===== src/sv/ps2h_pkg.sv =====
package ps2h_pkg;

	localparam int TIMER_BITS_DEF = 24;

	localparam logic [1:0] REQ_TICK  = 2'd0;
	localparam logic [1:0] REQ_READ  = 2'd1;
	localparam logic [1:0] REQ_WRITE = 2'd2;

	localparam logic [1:0] ERR_NONE    = 2'd0;
	localparam logic [1:0] ERR_TIMEOUT = 2'd1;
	localparam logic [1:0] ERR_PARITY  = 2'd2;

	localparam logic [1:0] REG_READ_WAIT  = 2'd0;
	localparam logic [1:0] REG_WRITE_WAIT = 2'd1;
	localparam logic [1:0] REG_HOLD       = 2'd2;
	localparam logic [1:0] REG_SETUP      = 2'd3;

	localparam logic [23:0] READ_WAIT_RST  = 24'd100000;
	localparam logic [23:0] WRITE_WAIT_RST = 24'd100000;
	localparam logic [15:0] HOLD_RST       = 16'd300;
	localparam logic [15:0] SETUP_RST      = 16'd10;

	typedef struct packed {
		logic [1:0] req_type;
		logic [7:0] tx_byte;
		logic       clock_level;
		logic       data_level;
	} item_t;

	typedef struct packed {
		logic       clock_release;
		logic       data_release;
		logic       busy_res;
		logic       done_res;
		logic       success;
		logic [1:0] error_code;
		logic [7:0] rx_byte;
	} result_t;

endpackage


===== src/sv/ps2_host_byte_transceiver.sv =====
// Channel  Valid         Stall          Payload
// item     item_valid    item_stall     item   (item_t: request, tx byte, line samples)
// result   result_valid  result_stall   result (result_t: drives, status, rx byte)
// config   psel/penable  (pready high)  paddr, pwdata, prdata
//
// One result per item; the result is registered and appears in the cycle after the item's transfer.
// An item is taken in every cycle unless a held result is stalled.
// Line engine state updates at the item's transfer; config writes apply at once.
// Reset: idle, clock pulled low, data released, registers at their defaults.
module ps2_host_byte_transceiver
	import ps2h_pkg::*;
#(
	parameter int TIMER_BITS = TIMER_BITS_DEF
) (
	input  logic        clk,
	input  logic        arst_n,
	input  logic        item_valid,
	output logic        item_stall,
	input  item_t       item,
	output logic        result_valid,
	input  logic        result_stall,
	output result_t     result,
	input  logic        psel,
	input  logic        penable,
	input  logic        pwrite,
	input  logic [3:0]  paddr,
	input  logic [31:0] pwdata,
	output logic [31:0] prdata,
	output logic        pready
);

	localparam int CW = (TIMER_BITS > 24) ? TIMER_BITS : 24;

	localparam logic [3:0] PH_IDLE         = 4'd0;
	localparam logic [3:0] PH_R_WAIT_LOW   = 4'd1;
	localparam logic [3:0] PH_R_START_HIGH = 4'd2;
	localparam logic [3:0] PH_R_BIT_LOW    = 4'd3;
	localparam logic [3:0] PH_R_BIT_HIGH   = 4'd4;
	localparam logic [3:0] PH_R_PAR_LOW    = 4'd5;
	localparam logic [3:0] PH_R_PAR_HIGH   = 4'd6;
	localparam logic [3:0] PH_R_STOP_LOW   = 4'd7;
	localparam logic [3:0] PH_R_STOP_HIGH  = 4'd8;
	localparam logic [3:0] PH_W_HOLD1      = 4'd9;
	localparam logic [3:0] PH_W_HOLD2      = 4'd10;
	localparam logic [3:0] PH_W_SETUP      = 4'd11;
	localparam logic [3:0] PH_W_WAIT_LOW   = 4'd12;
	localparam logic [3:0] PH_W_BIT_HIGH   = 4'd13;
	localparam logic [3:0] PH_W_BIT_LOW    = 4'd14;
	localparam logic [3:0] PH_W_RELEASE    = 4'd15;

	logic [23:0] read_wait_q, write_wait_q;
	logic [15:0] hold_q, setup_q;

	logic [3:0]            phase_q, phase_d;
	logic [3:0]            bit_idx_q, bit_idx_d;
	logic [7:0]            shift_q, shift_d;
	logic                  par_q, par_d;
	logic [TIMER_BITS-1:0] timer_q, timer_d, timer_inc;
	logic [7:0]            rx_q, rx_d;
	logic                  clk_drv_q, clk_drv_d;
	logic                  dat_drv_q, dat_drv_d;
	logic                  done, ok;
	logic [1:0]            err;
	logic [3:0]            bit_nxt;
	logic                  wbit;
	logic                  reach_rd, reach_wr, reach_hold, reach_setup, timer_max;
	logic [CW-1:0]         timer_x;

	logic    accept, cfg_wr;
	result_t result_q;
	logic    result_valid_q;

	assign pready = 1'b1;
	assign cfg_wr = psel & penable & pwrite;

	always_ff @(posedge clk or negedge arst_n) begin
		if (!arst_n) begin
			read_wait_q  <= READ_WAIT_RST;
			write_wait_q <= WRITE_WAIT_RST;
			hold_q       <= HOLD_RST;
			setup_q      <= SETUP_RST;
		end else if (cfg_wr) begin
			unique case (paddr[3:2])
				REG_READ_WAIT:  read_wait_q  <= pwdata[23:0];
				REG_WRITE_WAIT: write_wait_q <= pwdata[23:0];
				REG_HOLD:       hold_q       <= pwdata[15:0];
				REG_SETUP:      setup_q      <= pwdata[15:0];
				default: ;
			endcase
		end
	end

	always_comb begin
		unique case (paddr[3:2])
			REG_READ_WAIT:  prdata = {8'd0, read_wait_q};
			REG_WRITE_WAIT: prdata = {8'd0, write_wait_q};
			REG_HOLD:       prdata = {16'd0, hold_q};
			REG_SETUP:      prdata = {16'd0, setup_q};
			default:        prdata = '0;
		endcase
	end

	// saturating wait counter; a limit beyond its range is met at saturation
	assign timer_max   = (timer_q == {TIMER_BITS{1'b1}});
	assign timer_inc   = timer_max ? timer_q : timer_q + 1'b1;
	assign timer_x     = CW'(timer_inc);
	assign reach_rd    = (timer_x >= CW'(read_wait_q)) || (timer_inc == {TIMER_BITS{1'b1}});
	assign reach_wr    = (timer_x >= CW'(write_wait_q)) || (timer_inc == {TIMER_BITS{1'b1}});
	assign reach_hold  = (timer_x >= CW'(hold_q)) || (timer_inc == {TIMER_BITS{1'b1}});
	assign reach_setup = (timer_x >= CW'(setup_q)) || (timer_inc == {TIMER_BITS{1'b1}});

	assign bit_nxt = bit_idx_q + 4'd1;
	assign wbit    = shift_q[bit_nxt[2:0]];

	always_comb begin
		phase_d   = phase_q;
		bit_idx_d = bit_idx_q;
		shift_d   = shift_q;
		par_d     = par_q;
		timer_d   = timer_q;
		rx_d      = rx_q;
		clk_drv_d = clk_drv_q;
		dat_drv_d = dat_drv_q;
		done      = 1'b0;
		ok        = 1'b0;
		err       = ERR_NONE;
		unique case (phase_q)
			PH_IDLE: begin
				if (item.req_type == REQ_READ || item.req_type == REQ_WRITE) begin
					clk_drv_d = 1'b1;
					dat_drv_d = 1'b1;
					timer_d   = '0;
					bit_idx_d = '0;
					if (item.req_type == REQ_READ) begin
						shift_d = '0;
						par_d   = 1'b0;
						phase_d = PH_R_WAIT_LOW;
					end else begin
						shift_d = item.tx_byte;
						par_d   = 1'b1;
						phase_d = PH_W_HOLD1;
					end
				end
			end
			PH_R_WAIT_LOW: begin
				if (!item.clock_level) begin
					phase_d = PH_R_START_HIGH;
				end else begin
					timer_d = timer_inc;
					if (reach_rd) begin
						done = 1'b1;
						err  = ERR_TIMEOUT;
					end
				end
			end
			PH_R_START_HIGH: begin
				if (item.clock_level) begin
					bit_idx_d = '0;
					shift_d   = '0;
					par_d     = 1'b0;
					phase_d   = PH_R_BIT_LOW;
				end
			end
			PH_R_BIT_LOW: begin
				if (!item.clock_level) begin
					shift_d[bit_idx_q[2:0]] = shift_q[bit_idx_q[2:0]] | item.data_level;
					par_d   = par_q ^ item.data_level;
					phase_d = PH_R_BIT_HIGH;
				end
			end
			PH_R_BIT_HIGH: begin
				if (item.clock_level) begin
					bit_idx_d = bit_nxt;
					phase_d   = bit_nxt[3] ? PH_R_PAR_LOW : PH_R_BIT_LOW;
				end
			end
			PH_R_PAR_LOW: begin
				if (!item.clock_level) begin
					if (item.data_level == par_q) begin
						done = 1'b1;
						err  = ERR_PARITY;
					end else begin
						phase_d = PH_R_PAR_HIGH;
					end
				end
			end
			PH_R_PAR_HIGH: begin
				if (item.clock_level)
					phase_d = PH_R_STOP_LOW;
			end
			PH_R_STOP_LOW: begin
				if (!item.clock_level)
					phase_d = PH_R_STOP_HIGH;
			end
			PH_R_STOP_HIGH: begin
				if (item.clock_level) begin
					rx_d = shift_q;
					done = 1'b1;
					ok   = 1'b1;
				end
			end
			PH_W_HOLD1: begin
				timer_d = timer_inc;
				if (reach_hold) begin
					clk_drv_d = 1'b0;
					timer_d   = '0;
					phase_d   = PH_W_HOLD2;
				end
			end
			PH_W_HOLD2: begin
				timer_d = timer_inc;
				if (reach_hold) begin
					dat_drv_d = 1'b0;
					timer_d   = '0;
					if (setup_q == '0) begin
						clk_drv_d = 1'b1;
						phase_d   = PH_W_WAIT_LOW;
					end else begin
						phase_d = PH_W_SETUP;
					end
				end
			end
			PH_W_SETUP: begin
				timer_d = timer_inc;
				if (reach_setup) begin
					clk_drv_d = 1'b1;
					timer_d   = '0;
					phase_d   = PH_W_WAIT_LOW;
				end
			end
			PH_W_WAIT_LOW: begin
				if (!item.clock_level) begin
					bit_idx_d = '0;
					dat_drv_d = shift_q[0];
					par_d     = par_q ^ shift_q[0];
					phase_d   = PH_W_BIT_HIGH;
				end else begin
					timer_d = timer_inc;
					if (reach_wr) begin
						done = 1'b1;
						err  = ERR_TIMEOUT;
					end
				end
			end
			PH_W_BIT_HIGH: begin
				if (item.clock_level)
					phase_d = PH_W_BIT_LOW;
			end
			PH_W_BIT_LOW: begin
				if (!item.clock_level) begin
					if (bit_idx_q[3]) begin
						dat_drv_d = 1'b1;
						phase_d   = PH_W_RELEASE;
					end else begin
						bit_idx_d = bit_nxt;
						phase_d   = PH_W_BIT_HIGH;
						if (bit_nxt[3]) begin
							dat_drv_d = par_q;
						end else begin
							dat_drv_d = wbit;
							par_d     = par_q ^ wbit;
						end
					end
				end
			end
			PH_W_RELEASE: begin
				if (item.clock_level && item.data_level) begin
					done = 1'b1;
					ok   = 1'b1;
				end
			end
			default: phase_d = PH_IDLE;
		endcase
		if (done) begin
			phase_d   = PH_IDLE;
			clk_drv_d = 1'b0;
			dat_drv_d = 1'b1;
			timer_d   = '0;
		end
	end

	assign item_stall = result_valid_q & result_stall;
	assign accept     = item_valid & ~item_stall;

	always_ff @(posedge clk or negedge arst_n) begin
		if (!arst_n) begin
			phase_q   <= PH_IDLE;
			bit_idx_q <= '0;
			shift_q   <= '0;
			par_q     <= 1'b0;
			timer_q   <= '0;
			rx_q      <= '0;
			clk_drv_q <= 1'b0;
			dat_drv_q <= 1'b1;
		end else if (accept) begin
			phase_q   <= phase_d;
			bit_idx_q <= bit_idx_d;
			shift_q   <= shift_d;
			par_q     <= par_d;
			timer_q   <= timer_d;
			rx_q      <= rx_d;
			clk_drv_q <= clk_drv_d;
			dat_drv_q <= dat_drv_d;
		end
	end

	always_ff @(posedge clk or negedge arst_n) begin
		if (!arst_n) begin
			result_valid_q <= 1'b0;
		end else if (accept) begin
			result_valid_q <= 1'b1;
		end else if (!result_stall) begin
			result_valid_q <= 1'b0;
		end
	end

	always_ff @(posedge clk) begin
		if (accept) begin
			result_q.clock_release <= clk_drv_d;
			result_q.data_release  <= dat_drv_d;
			result_q.busy_res      <= (phase_d != PH_IDLE);
			result_q.done_res      <= done;
			result_q.success       <= ok;
			result_q.error_code    <= err;
			result_q.rx_byte       <= rx_d;
		end
	end

	assign result_valid = result_valid_q;
	assign result       = result_q;

`ifndef ASSERT_OFF
	a_idle_inhibit: assert property (@(posedge clk) disable iff (!arst_n)
		phase_q == PH_IDLE |-> !clk_drv_q && dat_drv_q)
		else $error("idle without bus inhibit");

	a_done_not_busy: assert property (@(posedge clk) disable iff (!arst_n)
		result_valid_q && result_q.done_res |-> !result_q.busy_res)
		else $error("finished transfer still busy");

	a_success_clean: assert property (@(posedge clk) disable iff (!arst_n)
		result_valid_q && result_q.success |-> result_q.done_res
		&& result_q.error_code == ERR_NONE)
		else $error("success with error or without done");

	a_stall_held: assert property (@(posedge clk) disable iff (!arst_n)
		item_stall |-> result_valid_q)
		else $error("input stalled with no held result");
`endif

endmodule

===== config.mk =====
export PLATFORM = sky130hd
export DESIGN_NAME = ps2_host_byte_transceiver
export DESIGN_NICKNAME = d
export VERILOG_FILES = /design/src/sv/ps2h_pkg.sv /design/src/sv/ps2_host_byte_transceiver.sv
export SDC_FILE = /design/constraint.sdc
export NUM_CORES = 1
export LEC_CHECK = 0
export ABC_AREA = 1
export BUFFER_PORTS_ARGS = -buffer_cell sky130_fd_sc_hd__buf_2
export CORE_ASPECT_RATIO = 1.4
export CORE_MARGIN = 2
export CORE_UTILIZATION = 40
export DETAILED_ROUTE_END_ITERATION = 6
export PLACE_DENSITY = 0.69
export SLEW_MARGIN = 40
export SYNTH_ARGS = -nofsm -noshare
export SYNTH_HDL_FRONTEND = slang
export SYNTH_SLANG_ARGS = --single-unit

===== constraint.sdc =====
create_clock -name clk -period 6.95 [get_ports clk]
set_clock_uncertainty 0.2 [all_clocks]
set_input_delay 0.695 -clock clk [delete_from_list [all_inputs] [get_ports clk]]
set_output_delay 0.695 -clock clk [all_outputs]
set_load 0.02 [all_outputs]

==> results.ini <==
[outcome]
status = finished clean

[critical_path]
worstSetupPathType = flop to flop
critPathLaunchType = flop
r2r_setup_slack_ns = 2.34
worstPathArrival_ns = 4.61
r2r-start = timer_q[0]$_DFFE_PN0P_
critPathMaxFanout = 31
cp_slowest_cell = dfrtp_1
critPathBufInv = 4
r2r-end = result[13]$_DFFE_PP_
crit_path_frequent_cell = nand2_1
cpLargestDelayFamily = simple AND/OR/NAND/NOR gates
cp.required_ns = 6.95
max_stage_delay_ns = 0.46
cp-end-kind = flop
reg2regPathDepth = 33

[floorplanning]
ios = 105
die-width_um = 141
core_sq_mm = 0.0260
die_h_um = 196
dieArea_sq_mm = 0.0276
initial_core_util_pct = 40.5
num_rows = 70

[routing]
drt-met1-wl_mm = 11.8
drt_pre_antenna_iters = 6
met3_length_mm = 1.36
viasPerCell = 5.31
highest-signal-layer = met4
wire_per_inst_um = 15.5
wl_met2_mm = 14.7
detail-route-antenna-nets = 0
vias = 9951
initialDrtViolationCount = 621
drc = 0
wirelength_mm = 29.0

[yosys]
synth_area_leaders = dfrtp_1 (27%), nand2_1 (15%), ha_1 (9.7%), inv_1 (7.2%), o21ai_0 (6.8%)
syn_area_sq_mm = 0.0105
yosysTopAreaCell = dfrtp_1
syn-instance-count = 1475
synth_top_area_share_pct = 26.9
ys_seq_area_share_pct = 35.9
avgSynthCellArea_sq_um = 7.14
yosysUniqueCellTypes = 48
ys_ff_latch = 147
synth_warnings = 0

[clock_network]
root_buffer = clkbuf_16
htreeDepth = 4
cts_resized = 0
clock-sinks = 147
cts_inserted_buffers = 17
clk_latency_ns = 0.44
clk_pin_slew_ns = 0.08
postCtsSetupBuffers = 0
cts_tree = built
postCtsHoldBufs = 0
cts_buffer_depth = 2

[timing]
worst_pin_slew_ns = 0.848
finalSetupViolCount = 0
relSlewSlack_pct = 43.4
drv_slew = 0
timing.fmax_mhz = 217
setup_tns_ns = 0
hold_viol = 0
min_period_over_period_pct = 66.4
rsz0062_at_grt = no
layout_min_cycle_time_ns = 4.61

[power_and_ir_drop]
p_leak_nw = 6.06
p_seq_share_pct = 36.1
clock_power_share_pct = 26.3
power_density_mw_per_mm2 = 295
ir_worst_vdd_mv = 0.182
internal-power_w = 0.00200
combPwrFrac_pct = 37.5
p_switching_w = 0.00147
switching_share_pct = 42.3

[placement]
io_buffers = 85
routabilityCongestion = 0.904
hpwlAfterDp_mm = 21.1

[global_routing]
grt_pass1_vias = 9517
grt_max_degree = 71
track_usage_pct = 21.3
antenna_found_initial = 0
grt_pass1_wl_mm = 47.4
grt.overflow.total = 0

[finish]
area_growth_pct = 11.4
diodes = 0
nets = 1673
final_cell_mix = nand2_1 (411), inv_1 (200), o21ai_0 (144), dfrtp_1 (113), nor2_1 (93)
layout-drive-gt1-share_pct = 12.3
post-route-util_pct = 45.1
final_common_cell = nand2_1

[worst_hold_path]
hold_class = input port to asynchronous set/reset pin

[run]
drv_cap = 0

[synthesized netlist by cell type (all sizes together)]
| cell type | count |
|---|---|
| nand2 | 434 |
| inv | 204 |
| o21ai | 147 |
| dfrtp | 113 |
| nor2 | 104 |
| nand3 | 88 |
| ha | 82 |
| a21oi | 70 |
| nand4 | 36 |
| clkbuf | 30 |
| buf | 27 |
| nor3 | 20 |
| dfstp | 19 |
| edfxtp | 15 |
| o211ai | 13 |
| o22ai | 13 |
| a31oi | 12 |
| xnor2 | 9 |
| xor2 | 8 |
| a211oi | 6 |
| nor4 | 4 |
| a22oi | 3 |
| clkinv | 3 |
| nand3b | 3 |
| a21boi | 2 |
| and3 | 2 |
| conb | 2 |
| a2111oi | 1 |
| and2 | 1 |
| nor3b | 1 |
| o221ai | 1 |
| o41ai | 1 |
| or2 | 1 |
[worst register-to-register path: cells and delay by family (launching register included)]
family	cells	cell delay [ns]
buf+inv	4	0.50
fa+ha+maj	2	0.61
simple gates	27	2.61
flops	1	0.46
[how the worst max path moves through the flow]
stage | start | slack [ns] | endpoint | cells past startpoint
after floorplan | timer_q[0]$_DFFE_PN0P_ | 3.44 | result[11]$_DFFE_PP_ | 35
after global placement | timer_q[0]$_DFFE_PN0P_ | 2.13 | result[13]$_DFFE_PP_ | 32
after detailed placement | timer_q[0]$_DFFE_PN0P_ | 2.11 | result[13]$_DFFE_PP_ | 32
after CTS | timer_q[0]$_DFFE_PN0P_ | 2.08 | phase_q[1]$_DFFE_PN0P_ | 33
after global routing | timer_q[0]$_DFFE_PN0P_ | 1.84 | phase_q[1]$_DFFE_PN0P_ | 34
final | timer_q[0]$_DFFE_PN0P_ | 2.34 | result[13]$_DFFE_PP_ | 33
[cell type report]
class                           count  area [sq um]
Clock buffer                       19           453
Clock inverter                     13           111
Fill cell                        2671         14300
Inverter                          207           777
Multi-Input combinational cell   1071          5700
Sequential cell                   147          3780
Tap cell                          324           405
Timing Repair Buffer               92           508
[metrics by stage]
step	worst slack [ns]	std cells	hold WS, ns	cell area (sq um)	power (W)
after floorplan	3.44	1482	0.199	10600	0.00219
after global placement	2.13	1840	0.262	11100	0.00252
after detailed placement	2.11	1840	0.266	11100	0.00255
after CTS	2.08	1872	0.0723	11700	0.00347
after global routing	1.84	1873	0.0970	11700	0.00373
final	2.34	1873	0.0433	11700	0.00347
[state kept, by name, summed over array words and instances (netlist names)]
register / count
read_wait_q: 24
timer_q: 24
write_wait_q: 24
hold_q: 16
setup_q: 16
result: 15
rx_q: 8
shift_q: 8
bit_idx_q: 4
phase_q: 4
clk_drv_q: 1
dat_drv_q: 1
par_q: 1
result_valid: 1
[layer usage]
metal / global-route usage, % / up-vias
met1: 24.8 / 4619
met5: 0 / -
met3: 2.98 / 84
met4: 9.52 / 0
li1: - / 4942
met2: 38.8 / 306
[kinds of logic (layout without fill, tap and decap cells)]
kind of cell,Yosys count,in the layout,share of synthesized area (%)
flops,147,147,35.9
buf+inv,264,331,10.5
fa+ha+maj,82,82,9.75
compound gates,269,269,13.8
simple gates,694,694,28.6
xor+xnor,17,17,1.41
other cells,2,9,0.0713
[power by group through the flow]
stage	logic [W]	clock network, W	registers (W)
after floorplan	0.000957	0	0.00124
after global placement	0.00127	0	0.00126
after detailed placement	0.00129	0	0.00126
after CTS	0.00130	0.000927	0.00125
after global routing	0.00149	0.000959	0.00128
final	0.00130	0.000913	0.00125
No activity file was read; power rests on OpenSTA's default activity.
